`src/rtl/core/u8u16_pkg.sv`:
```
// ----------------------------------------------------------------------------
// u8u16_pkg
// Shared types and constants of the UTF-8 to UTF-16 decoder unit.
// ----------------------------------------------------------------------------
package u8u16_pkg;

   // Result kinds as they appear on the result channel.
   localparam logic [1:0] KIND_UNIT     = 2'd0;
   localparam logic [1:0] KIND_OK       = 2'd1;
   localparam logic [1:0] KIND_OVERFLOW = 2'd2;

   // Configuration register indexes.
   localparam int CSR_INDEX_W = 1;
   localparam int CSR_DATA_W  = 32;
   localparam logic [CSR_INDEX_W-1:0] CSR_OUTPUT_LIMIT = 1'b0;
   localparam logic [CSR_INDEX_W-1:0] CSR_COUNT_ONLY   = 1'b1;

   localparam logic [30:0] LIMIT_RESET = 31'h7FFF_FFFF;

   // Byte classes.
   localparam logic [7:0] CONT_MASK  = 8'hC0;
   localparam logic [7:0] CONT_TAG   = 8'h80;
   localparam logic [7:0] LEAD_TWO   = 8'hC0;
   localparam logic [7:0] LEAD_THREE = 8'hE0;
   localparam logic [7:0] LEAD_FOUR  = 8'hF0;

   localparam logic [2:0] SEQ_LEN_TWO   = 3'd2;
   localparam logic [2:0] SEQ_LEN_THREE = 3'd3;
   localparam logic [2:0] SEQ_LEN_FOUR  = 3'd4;

   // Smallest values that are not overlong.
   localparam logic [10:0] MIN_TWO   = 11'h080;
   localparam logic [15:0] MIN_THREE = 16'h0800;
   localparam logic [20:0] MIN_FOUR  = 21'h10000;

   localparam logic [15:0] SURR_HIGH = 16'hD800;
   localparam logic [15:0] SURR_LOW  = 16'hDC00;

   localparam int MAX_OPS    = 5;
   localparam int OP_COUNT_W = 3;

   // One emit step of the back part.
   typedef enum logic [1:0] {
      OP_UNIT,
      OP_PAIR_HI,
      OP_PAIR_LO,
      OP_SUMMARY
   } op_kind_type;

   typedef struct packed {
      op_kind_type kind;
      logic [15:0] value;
   } op_type;

   // All emit steps caused by one input byte.
   typedef struct packed {
      op_type [MAX_OPS-1:0]  ops;
      logic [OP_COUNT_W-1:0] op_count;
   } item_type;

   typedef struct packed {
      logic [30:0] output_limit;
      logic        count_only;
   } cfg_type;

endpackage

```
`src/rtl/core/u8u16_front.sv`:
```
// ----------------------------------------------------------------------------
// u8u16_front
// Accepts bytes, gathers multi-byte sequences and turns each byte into a
// list of emit steps for the back part.
// ----------------------------------------------------------------------------
module u8u16_front (
   input  logic                clock,
   input  logic                reset,
   input  logic                req_valid,
   output logic                req_stall,
   input  logic [7:0]          req_byte_value,
   input  logic                req_last_byte,
   input  logic                queue_full,
   output logic                push_valid,
   output u8u16_pkg::item_type push_item
);

   logic [7:0] pend_ff [3];
   logic [7:0] pend_in [3];
   logic [1:0] pend_count_ff, pend_count_in;
   logic [2:0] need_len_ff, need_len_in;

   logic        accept;
   logic        have, is_cont, seq_done, seq_grow, broken, fresh, fresh_lead;
   logic        seq_ok, seq_bad, hold_new, grow_keep, flush_old, main_raw;
   logic [10:0] val_two;
   logic [15:0] val_three;
   logic [20:0] val_four, diff_four;
   logic        ok_value;
   logic [15:0] surr_hi, surr_lo, short_value;
   logic [2:0]  lead_len;
   logic [2:0]  idx;

   assign req_stall = queue_full;
   assign accept    = req_valid && !queue_full;

   assign have     = pend_count_ff != 2'd0;
   assign is_cont  = (req_byte_value & u8u16_pkg::CONT_MASK) == u8u16_pkg::CONT_TAG;
   assign seq_done = have && is_cont && (({1'b0, pend_count_ff} + 3'd1) >= need_len_ff);
   assign seq_grow = have && is_cont && !seq_done;
   assign broken   = have && !is_cont;
   assign fresh    = !have || broken;
   assign fresh_lead = req_byte_value >= u8u16_pkg::LEAD_TWO;

   assign val_two   = {pend_ff[0][4:0], req_byte_value[5:0]};
   assign val_three = {pend_ff[0][3:0], pend_ff[1][5:0], req_byte_value[5:0]};
   assign val_four  = {pend_ff[0][2:0], pend_ff[1][5:0], pend_ff[2][5:0],
                       req_byte_value[5:0]};
   assign diff_four = val_four - u8u16_pkg::MIN_FOUR;
   assign surr_hi   = u8u16_pkg::SURR_HIGH + {6'd0, diff_four[19:10]};
   assign surr_lo   = u8u16_pkg::SURR_LOW + {6'd0, diff_four[9:0]};

   always_comb begin
      case (need_len_ff)
         u8u16_pkg::SEQ_LEN_TWO: begin
            ok_value    = val_two >= u8u16_pkg::MIN_TWO;
            short_value = {5'd0, val_two};
         end
         u8u16_pkg::SEQ_LEN_THREE: begin
            ok_value    = val_three >= u8u16_pkg::MIN_THREE;
            short_value = val_three;
         end
         default: begin
            ok_value    = val_four >= u8u16_pkg::MIN_FOUR;
            short_value = val_three;
         end
      endcase
   end

   always_comb begin
      if (req_byte_value < u8u16_pkg::LEAD_THREE) begin
         lead_len = u8u16_pkg::SEQ_LEN_TWO;
      end else if (req_byte_value < u8u16_pkg::LEAD_FOUR) begin
         lead_len = u8u16_pkg::SEQ_LEN_THREE;
      end else begin
         lead_len = u8u16_pkg::SEQ_LEN_FOUR;
      end
   end

   assign seq_ok    = seq_done && ok_value;
   assign seq_bad   = seq_done && !ok_value;
   assign hold_new  = fresh && fresh_lead && !req_last_byte;
   assign grow_keep = seq_grow && !req_last_byte;
   // Pending bytes go out raw on a broken or overlong sequence, or when the
   // string ends in the middle of one.
   assign flush_old = seq_bad || broken || (seq_grow && req_last_byte);
   assign main_raw  = (fresh && !hold_new) || seq_bad || (seq_grow && req_last_byte);

   always_comb begin
      push_item = '0;
      idx       = '0;
      if (flush_old) begin
         for (int i = 0; i < 3; i++) begin
            if (2'(i) < pend_count_ff) begin
               push_item.ops[idx].kind  = u8u16_pkg::OP_UNIT;
               push_item.ops[idx].value = {8'd0, pend_ff[i]};
               idx = idx + 3'd1;
            end
         end
      end
      if (seq_ok) begin
         if (need_len_ff == u8u16_pkg::SEQ_LEN_TWO || need_len_ff == u8u16_pkg::SEQ_LEN_THREE)
         begin
            push_item.ops[idx].kind  = u8u16_pkg::OP_UNIT;
            push_item.ops[idx].value = short_value;
            idx = idx + 3'd1;
         end else begin
            push_item.ops[idx].kind  = u8u16_pkg::OP_PAIR_HI;
            push_item.ops[idx].value = surr_hi;
            idx = idx + 3'd1;
            push_item.ops[idx].kind  = u8u16_pkg::OP_PAIR_LO;
            push_item.ops[idx].value = surr_lo;
            idx = idx + 3'd1;
         end
      end
      if (main_raw) begin
         push_item.ops[idx].kind  = u8u16_pkg::OP_UNIT;
         push_item.ops[idx].value = {8'd0, req_byte_value};
         idx = idx + 3'd1;
      end
      if (req_last_byte) begin
         push_item.ops[idx].kind  = u8u16_pkg::OP_SUMMARY;
         push_item.ops[idx].value = '0;
         idx = idx + 3'd1;
      end
      push_item.op_count = idx;
   end

   assign push_valid = accept && (push_item.op_count != '0);

   always_comb begin
      pend_in       = pend_ff;
      pend_count_in = pend_count_ff;
      need_len_in   = need_len_ff;
      if (accept) begin
         if (hold_new) begin
            pend_in[0]    = req_byte_value;
            pend_count_in = 2'd1;
            need_len_in   = lead_len;
         end else if (grow_keep) begin
            pend_in[pend_count_ff] = req_byte_value;
            pend_count_in          = pend_count_ff + 2'd1;
         end else begin
            pend_count_in = '0;
            need_len_in   = '0;
         end
      end
   end

   always_ff @(posedge clock) begin
      pend_ff <= pend_in;
      if (reset) begin
         pend_count_ff <= '0;
         need_len_ff   <= '0;
      end else begin
         pend_count_ff <= pend_count_in;
         need_len_ff   <= need_len_in;
      end
   end

endmodule

```
`src/rtl/core/u8u16_queue.sv`:
```
// ----------------------------------------------------------------------------
// u8u16_queue
// Short queue of step lists between the front and the back part.
// ----------------------------------------------------------------------------
module u8u16_queue #(
   parameter int DEPTH = 4
) (
   input  logic                clock,
   input  logic                reset,
   input  logic                push_valid,
   input  u8u16_pkg::item_type push_item,
   output logic                full,
   input  logic                pop,
   output logic                head_valid,
   output u8u16_pkg::item_type head_item
);

   localparam int PTR_W   = (DEPTH > 1) ? $clog2(DEPTH) : 1;
   localparam int COUNT_W = $clog2(DEPTH + 1);
   localparam logic [PTR_W-1:0]   LAST_PTR   = PTR_W'(DEPTH - 1);
   localparam logic [COUNT_W-1:0] FULL_COUNT = COUNT_W'(DEPTH);

   u8u16_pkg::item_type entry_ff [DEPTH];
   logic [PTR_W-1:0]   wr_ptr_ff, wr_ptr_in, rd_ptr_ff, rd_ptr_in;
   logic [COUNT_W-1:0] count_ff, count_in;
   logic               do_push, do_pop;

   assign full       = count_ff == FULL_COUNT;
   assign head_valid = count_ff != '0;
   assign head_item  = entry_ff[rd_ptr_ff];
   assign do_push    = push_valid && !full;
   assign do_pop     = pop && head_valid;

   always_comb begin
      wr_ptr_in = wr_ptr_ff;
      rd_ptr_in = rd_ptr_ff;
      count_in  = count_ff;
      if (do_push) begin
         wr_ptr_in = (wr_ptr_ff == LAST_PTR) ? '0 : wr_ptr_ff + 1'b1;
      end
      if (do_pop) begin
         rd_ptr_in = (rd_ptr_ff == LAST_PTR) ? '0 : rd_ptr_ff + 1'b1;
      end
      if (do_push && !do_pop) begin
         count_in = count_ff + 1'b1;
      end else if (do_pop && !do_push) begin
         count_in = count_ff - 1'b1;
      end
   end

   always_ff @(posedge clock) begin
      if (do_push) begin
         entry_ff[wr_ptr_ff] <= push_item;
      end
      if (reset) begin
         wr_ptr_ff <= '0;
         rd_ptr_ff <= '0;
         count_ff  <= '0;
      end else begin
         wr_ptr_ff <= wr_ptr_in;
         rd_ptr_ff <= rd_ptr_in;
         count_ff  <= count_in;
      end
   end

endmodule

```
`src/rtl/core/u8u16_back.sv`:
```
// ----------------------------------------------------------------------------
// u8u16_back
// Carries out emit steps one per cycle unless the result channel stalls;
// applies the output limit, counts units, builds summaries and drives that channel.
// ----------------------------------------------------------------------------
module u8u16_back (
   input  logic                clock,
   input  logic                reset,
   input  u8u16_pkg::cfg_type  cfg,
   input  logic                head_valid,
   input  u8u16_pkg::item_type head_item,
   output logic                pop,
   output logic                rsp_valid,
   input  logic                rsp_stall,
   output logic [1:0]          rsp_kind,
   output logic [15:0]         rsp_unit_value,
   output logic [31:0]         rsp_unit_total,
   output logic                rsp_end_of_run
);

   logic [u8u16_pkg::OP_COUNT_W-1:0] op_idx_ff, op_idx_in;
   logic [31:0] units_ff, units_in;
   logic        ovf_ff, ovf_in;
   logic        pair_ok_ff, pair_ok_in;

   // Hold stage: a result waits here until it is known whether it is the
   // last one of its byte.
   logic        hold_valid_ff, hold_valid_in;
   logic        hold_final_ff, hold_final_in;
   logic [1:0]  hold_kind_ff, hold_kind_in;
   logic [15:0] hold_unit_ff, hold_unit_in;
   logic [31:0] hold_total_ff, hold_total_in;

   logic        out_valid_ff, out_valid_in;
   logic        out_eor_ff, out_eor_in;
   logic [1:0]  out_kind_ff, out_kind_in;
   logic [15:0] out_unit_ff, out_unit_in;
   logic [31:0] out_total_ff, out_total_in;

   u8u16_pkg::op_type cur_op;
   logic        last_op, produces, advance, out_free, hold_rel;
   logic [32:0] sum;
   logic [31:0] sat_sum;
   logic        fits;
   logic [1:0]  new_kind;
   logic [15:0] new_unit;
   logic [31:0] new_total;

   assign cur_op  = head_item.ops[op_idx_ff];
   assign last_op = op_idx_ff == (head_item.op_count - 3'd1);

   assign sum     = {1'b0, units_ff} + ((cur_op.kind == u8u16_pkg::OP_PAIR_HI) ? 33'd2 : 33'd1);
   assign sat_sum = sum[32] ? 32'hFFFF_FFFF : sum[31:0];
   assign fits    = sum <= {2'b00, cfg.output_limit};

   always_comb begin
      case (cur_op.kind)
         u8u16_pkg::OP_UNIT, u8u16_pkg::OP_PAIR_HI: produces = !cfg.count_only && !ovf_ff && fits;
         u8u16_pkg::OP_PAIR_LO:                     produces = pair_ok_ff && !cfg.count_only;
         u8u16_pkg::OP_SUMMARY:                     produces = 1'b1;
         default:                                   produces = 1'b0;
      endcase
   end

   always_comb begin
      if (cur_op.kind == u8u16_pkg::OP_SUMMARY) begin
         new_kind  = ovf_ff ? u8u16_pkg::KIND_OVERFLOW : u8u16_pkg::KIND_OK;
         new_unit  = '0;
         new_total = ovf_ff ? 32'd0 : units_ff;
      end else begin
         new_kind  = u8u16_pkg::KIND_UNIT;
         new_unit  = cur_op.value;
         new_total = '0;
      end
   end

   assign out_free = !out_valid_ff || !rsp_stall;
   assign hold_rel = hold_valid_ff && out_free &&
                     (hold_final_ff || (head_valid && produces));
   assign advance  = head_valid && (!produces || !hold_valid_ff || hold_rel);
   assign pop      = advance && last_op;

   always_comb begin
      op_idx_in  = op_idx_ff;
      units_in   = units_ff;
      ovf_in     = ovf_ff;
      pair_ok_in = pair_ok_ff;
      if (advance) begin
         op_idx_in = last_op ? '0 : op_idx_ff + 3'd1;
         case (cur_op.kind)
            u8u16_pkg::OP_UNIT, u8u16_pkg::OP_PAIR_HI: begin
               if (cfg.count_only) begin
                  units_in = sat_sum;
               end else if (!ovf_ff) begin
                  if (fits) begin
                     units_in = sum[31:0];
                  end else begin
                     ovf_in = 1'b1;
                  end
               end
               if (cur_op.kind == u8u16_pkg::OP_PAIR_HI) begin
                  pair_ok_in = produces;
               end
            end
            u8u16_pkg::OP_SUMMARY: begin
               units_in = '0;
               ovf_in   = 1'b0;
            end
            default: begin
            end
         endcase
      end
   end

   always_comb begin
      hold_valid_in = hold_valid_ff;
      hold_final_in = hold_final_ff;
      hold_kind_in  = hold_kind_ff;
      hold_unit_in  = hold_unit_ff;
      hold_total_in = hold_total_ff;
      if (advance && produces) begin
         hold_valid_in = 1'b1;
         hold_final_in = last_op;
         hold_kind_in  = new_kind;
         hold_unit_in  = new_unit;
         hold_total_in = new_total;
      end else begin
         if (hold_rel) begin
            hold_valid_in = 1'b0;
         end
         if (advance && last_op) begin
            hold_final_in = 1'b1;
         end
      end
   end

   always_comb begin
      out_valid_in = out_valid_ff;
      out_eor_in   = out_eor_ff;
      out_kind_in  = out_kind_ff;
      out_unit_in  = out_unit_ff;
      out_total_in = out_total_ff;
      if (hold_rel) begin
         out_valid_in = 1'b1;
         out_eor_in   = hold_final_ff;
         out_kind_in  = hold_kind_ff;
         out_unit_in  = hold_unit_ff;
         out_total_in = hold_total_ff;
      end else if (!rsp_stall) begin
         out_valid_in = 1'b0;
      end
   end

   always_ff @(posedge clock) begin
      hold_kind_ff  <= hold_kind_in;
      hold_unit_ff  <= hold_unit_in;
      hold_total_ff <= hold_total_in;
      out_eor_ff    <= out_eor_in;
      out_kind_ff   <= out_kind_in;
      out_unit_ff   <= out_unit_in;
      out_total_ff  <= out_total_in;
      if (reset) begin
         op_idx_ff     <= '0;
         units_ff      <= '0;
         ovf_ff        <= 1'b0;
         pair_ok_ff    <= 1'b0;
         hold_valid_ff <= 1'b0;
         hold_final_ff <= 1'b0;
         out_valid_ff  <= 1'b0;
      end else begin
         op_idx_ff     <= op_idx_in;
         units_ff      <= units_in;
         ovf_ff        <= ovf_in;
         pair_ok_ff    <= pair_ok_in;
         hold_valid_ff <= hold_valid_in;
         hold_final_ff <= hold_final_in;
         out_valid_ff  <= out_valid_in;
      end
   end

   assign rsp_valid      = out_valid_ff;
   assign rsp_kind       = out_kind_ff;
   assign rsp_unit_value = out_unit_ff;
   assign rsp_unit_total = out_total_ff;
   assign rsp_end_of_run = out_eor_ff;

endmodule

```
`src/rtl/core/utf8_to_utf16_decoder_unit.sv`:
```
// Path: queue, hold stage, output register; a byte's results wait behind every
// emit step queued ahead of them. Throughput: one byte per cycle while bytes
// queue at most one emit step each and the result channel does not stall; a
// byte that queues more steps (units, surrogate halves and summaries, also those
// suppressed by the limit or count-only mode) holds the back part for each in turn.
// Reset: synchronous, clears queue, sequence and counters; registers to reset.
// ----------------------------------------------------------------------------
// utf8_to_utf16_decoder_unit
// UTF-8 to UTF-16 transcoder with an output limit and a count-only mode.
// ----------------------------------------------------------------------------
module utf8_to_utf16_decoder_unit #(
   parameter int QUEUE_DEPTH = 4
) (
   input  logic                                   clock,
   input  logic                                   reset,
   input  logic                                   req_valid,
   output logic                                   req_stall,
   input  logic [7:0]                             req_byte_value,
   input  logic                                   req_last_byte,
   output logic                                   rsp_valid,
   input  logic                                   rsp_stall,
   output logic [1:0]                             rsp_kind,
   output logic [15:0]                            rsp_unit_value,
   output logic [31:0]                            rsp_unit_total,
   output logic                                   rsp_end_of_run,
   input  logic                                   csr_valid,
   output logic                                   csr_ready,
   input  logic [u8u16_pkg::CSR_INDEX_W-1:0]      csr_index,
   input  logic [u8u16_pkg::CSR_DATA_W-1:0]       csr_data
);

   u8u16_pkg::cfg_type  cfg_ff, cfg_in;
   u8u16_pkg::item_type push_item, head_item;
   logic                push_valid, queue_full, pop, head_valid;

   assign csr_ready = 1'b1;

   always_comb begin
      cfg_in = cfg_ff;
      if (csr_valid) begin
         case (csr_index)
            u8u16_pkg::CSR_OUTPUT_LIMIT: cfg_in.output_limit = csr_data[30:0];
            u8u16_pkg::CSR_COUNT_ONLY:   cfg_in.count_only   = csr_data[0];
            default: begin
            end
         endcase
      end
   end

   always_ff @(posedge clock) begin
      if (reset) begin
         cfg_ff.output_limit <= u8u16_pkg::LIMIT_RESET;
         cfg_ff.count_only   <= 1'b0;
      end else begin
         cfg_ff <= cfg_in;
      end
   end

   u8u16_front u_front (
      .clock          (clock),
      .reset          (reset),
      .req_valid      (req_valid),
      .req_stall      (req_stall),
      .req_byte_value (req_byte_value),
      .req_last_byte  (req_last_byte),
      .queue_full     (queue_full),
      .push_valid     (push_valid),
      .push_item      (push_item)
   );

   u8u16_queue #(
      .DEPTH (QUEUE_DEPTH)
   ) u_queue (
      .clock      (clock),
      .reset      (reset),
      .push_valid (push_valid),
      .push_item  (push_item),
      .full       (queue_full),
      .pop        (pop),
      .head_valid (head_valid),
      .head_item  (head_item)
   );

   u8u16_back u_back (
      .clock          (clock),
      .reset          (reset),
      .cfg            (cfg_ff),
      .head_valid     (head_valid),
      .head_item      (head_item),
      .pop            (pop),
      .rsp_valid      (rsp_valid),
      .rsp_stall      (rsp_stall),
      .rsp_kind       (rsp_kind),
      .rsp_unit_value (rsp_unit_value),
      .rsp_unit_total (rsp_unit_total),
      .rsp_end_of_run (rsp_end_of_run)
   );

endmodule

```
`config.mk`:
```
export PLATFORM = sky130hd
export DESIGN_NAME = utf8_to_utf16_decoder_unit
export DESIGN_NICKNAME = d
export VERILOG_FILES = /design/src/rtl/core/u8u16_pkg.sv /design/src/rtl/core/u8u16_front.sv /design/src/rtl/core/u8u16_queue.sv /design/src/rtl/core/u8u16_back.sv /design/src/rtl/core/utf8_to_utf16_decoder_unit.sv
export SDC_FILE = /design/constraint.sdc
export NUM_CORES = 1
export LEC_CHECK = 0
export ABC_CLOCK_PERIOD_IN_PS = 10890
export BUFFER_PORTS_ARGS = -buffer_cell sky130_fd_sc_hd__buf_2
export CORE_MARGIN = 3
export CORE_UTILIZATION = 30
export CTS_BUF_LIST = sky130_fd_sc_hd__clkbuf_2 sky130_fd_sc_hd__clkbuf_4 sky130_fd_sc_hd__clkbuf_8
export DETAILED_ROUTE_END_ITERATION = 7
export GPL_TIMING_DRIVEN = 0
export HOLD_SLACK_MARGIN = 0.1
export PLACE_DENSITY = 0.42
export RECOVER_POWER = 50
export SYNTH_ARGS = -nofsm -noshare
export SYNTH_HDL_FRONTEND = slang
export SYNTH_HIERARCHICAL = 1
export SYNTH_SLANG_ARGS = --single-unit
```
`constraint.sdc`:
```
create_clock -name clock -period 10.89 [get_ports clock]
set_clock_uncertainty 0.1 [all_clocks]
set_input_delay 1.089 -clock clock [delete_from_list [all_inputs] [get_ports clock]]
set_output_delay 1.089 -clock clock [all_outputs]
set_load 0.03 [all_outputs]
```
==> reports/qor.csv <==
stage;metric;value;unit
status;outcome;complete, but fails checks;
status;failing checks;capacitance limit, slew limit;
timing;Final period util;92.24;%
setup_path;largest fanout on the critical path;10;
clock_tree;H-Tree Depth;3;
global_routing;GR Util All Layers;16.46;%
cells_and_area;Layout area overhead;16.14;%
yosys;ranking of synthesized cells by area;edfxtp_1, mux4_2, dfxtp_1, ha_1, mux2i_1;
cells_and_area;FF+latch area;16650;sq um
yosys;cell with the most instances after synthesis;edfxtp_1;
die;die footprint;91160;sq um
pwr;combinational share of power;26.1;%
pwr;peak supply drop;0.1266;mV
yosys;cell area after synthesis;26270;sq um
routing;1st-pass router iterations;5;
cells_and_area;final instance area;30510;sq um
clock_tree;CTS sink cnt;583;
pwr;switching fraction of total power;31.77;%
clock_tree;Reg clk slew, reported paths;0.06;ns
timing;Slew HR;-20.47;%
setup_path;Worst setup EP type;register;
placement;placed wire-length estimate;52250;um
die;Initial Util;30.57;%
global_routing;GR Overflow Total;0;
die;row cnt;107;
yosys;#FFs+latches synth;583;
die;core footprint;85950;sq um
yosys;Yosys top cell area share;56.81;%
die;IO Pins;101;
clock_tree;root buffer cell;clkbuf_8;
pwr;Reg power frac;43.2;%
routing;final wirelength;74520;um
timing;Final min period;10.04;ns
timing;final hold violation count;0;
placement;DP Area;28520;sq um
routing;DRC violations left;0;
routing;drt first-iter violations;1049;
timing;count of final setup violators;0;
routing;routed vias/inst;4.943;
hold_path;Hold Crit Class;reg -> reg;
yosys;Avg Cell Area, Syn;14.56;sq um
setup_path;critical path class;reg -> reg;
yosys;Async S/R FF share, synth;0;%
clock_tree;CTS max path bufs;3;
yosys;Distinct cells, synth;97;
pwr;pwr dens;226.8;nW/um^2
placement;PortBufs;97;
global_routing;antenna violations before repair;3;
pwr;Leak;10.68;nW
die;Die Span X;301.9;um
cells_and_area;Multi-input gate area;8637;sq um
cells_and_area;fin nets;2144;
pwr;Clock power frac;30.6;%
cells_and_area;# fillers;8451;
routing;wire per inst;22.77;um
routing;ANT nets after route;0;
clock_tree;Post-CTS Setup Bufs;0;
setup_path;critical path's largest stage delay;0.52;ns
placement;routability cong.;0.9062;
yosys;sequential area share after synthesis;63.36;%
timing;Slew Viols, Final;79;
setup_path;CP arrival;10.58;ns
yosys;list of most frequent post-synthesis cells;edfxtp_1, nor2_1, mux4_2;
timing;setup TNS;0;ns
global_routing;number of global-route vias before repair;16749;
setup_path;Worst EP required;11.42;ns
timing;Slew @ Worst Pin;1.807;ns
yosys;Most used DFF post-synth;edfxtp_1;
yosys;Mapped Cells;1804;
flow_run;Max Cap Viol;4;
setup_path;Worst setup SP type;register;
yosys;EDFF count, synth;497;
clock_tree;Clk Latency, worst-skew pair;0.72;ns
global_routing;first-pass GRT wire length;111000;um
global_routing;largest net degree at the start of global routing;50;
yosys;synth warn;6;
setup_path;slowest stage cell on the critical path;o21ai_2;
pwr;net switching power;2.198;mW
timing;RSZ-0062 raised after global routing;false;
clock_tree;total CTS buffers;102;
yosys;leading area contributor after synthesis;edfxtp_1;
clock_tree;CTS tree;built;
pwr;internal power;4.722;mW
cells_and_area;share of cells above drive strength 1;19.98;%
die;Chip Height;301.9;um
timing;highest clock rate;99.55;MHz
routing;routed via count;16175;
-- path summary, 6_finish.rpt --
kind	slack (ns)	end	cells after the start	from
setup / recovery	0.85	u_queue/count_ff[2]	34	register
hold / removal	0.29	u_back/rsp_unit_value[10]	0	u_back/hold_unit_ff[10]
setup reg to reg	0.85	u_queue/count_ff[2]	34	register
hold reg to reg	0.29	u_back/rsp_unit_value[10]	0	u_back/hold_unit_ff[10]
-- cells in the final DEF, fill, tap and decap left out, types with 22 or more instances in the layout --
cell type / synthesis / routed
nand2_1: 93 / 93
a21oi_1: 80 / 81
xnor2_1: 29 / 29
nor3_1: 22 / 22
and2_0: 0 / 27
edfxtp_1: 497 / 497
nor2_1: 157 / 156
mux2i_1: 60 / 61
a22oi_1: 31 / 31
o21ai_0: 51 / 53
mux4_2: 109 / 109
conb_1: 2 / 27
ha_1: 55 / 55
dfxtp_1: 86 / 86
clkinv_1: 1 / 25
nand3_1: 39 / 39
clkbuf_8: 0 / 105
buf_4: 33 / 32
clkbuf_4: 0 / 30
inv_1: 67 / 69
clkbuf_1: 46 / 118
buf_2: 21 / 50
-- stage by stage --
| stage | hold slack [ns] | utilization (%) | setup slack, ns | cells | power, mW |
|---|---|---|---|---|---|
| 6_report | 0.2944 | 35.50 | 0.8452 | 3272 | 6.921 |
| 5_1_grt | 0.2901 | 35.50 | 0.1385 | 3272 | 7.305 |
| 3_5_place_dp | 0.3045 | 33.18 | 0.6305 | 3080 | 4.900 |
| 4_1_cts | 0.2912 | 35.71 | 0.5955 | 3271 | 7.067 |
| 3_3_place_gp | 0.3047 | 32.91 | -1.251 | 3070 | 4.886 |
| 2_1_floorplan | 0.3003 | - | 2.537 | 1829 | 4.239 |
-- power by group through the flow --
stage	registers (mW)	logic, mW	clock network, mW
4_1_cts	3.00	1.86	2.21
3_3_place_gp	3.09	1.80	0
3_5_place_dp	3.04	1.86	0
6_report	2.99	1.81	2.12
5_1_grt	3.02	1.97	2.31
2_1_floorplan	3.11	1.13	0
-- layout make-up --
type | count | area share, %
Multi-Input combinational cell | 1050 | 28.30
Buffer | 125 | 2.452
Antenna cell | 1 | 0.008201
Timing Repair Buffer | 107 | 2.005
Clock inverter | 56 | 1.636
Tap cell | 1144 | 4.691
Clock buffer | 135 | 5.474
Inverter | 71 | 0.8775
Sequential cell | 583 | 54.55
-- per-layer routing --
layer  up-vias  wire (um)  GRT usage (%)
met2       408      34920          26.66
li1       7398          -              -
met5         -          9              0
met3       132       3764          2.964
met4         2       2264          5.526
met1      8235      33560          22.37
-- state kept, by name, indices dropped and copies added (netlist names), 16 cells and up, named ones only --
signal	flops
u_back/hold_total_ff	32
u_back/hold_unit_ff	16
u_back/units_ff	32
u_queue/entry_ff	372
u_front/pend_ff	24
u_back/rsp_unit_total	32
cfg_ff	32
u_back/rsp_unit_value	16
-- timing repair --
item                       4_1_cts  5_1_grt
gates resized for setup          0        2
setup endpoints to repair        0        1
hold endpoints to repair         0        0
hold buffers                     0        0
-- logic make-up after synthesis --
family,synth area share (%)
adder cells (fa/ha/maj),2.772
AND/OR/NAND/NOR,8.782
buffers and inverters,3.934
flip-flops,63.36
multiplexers,11.77
other,0.02858
XOR/XNOR,1.538
AO/OA/AOI/OAI,7.820
-- critical path, delay by kind of cell, from the launching register on --
kind | cells | cell delay, ns
simple gates | 10 | 2.75
compound gates | 8 | 2.20
buf+inv | 7 | 1.71
fa+ha+maj | 5 | 1.48
mux | 2 | 0.63
xor+xnor | 2 | 0.58
flops | 1 | 0.48
Power figures use the tool's default switching activity.
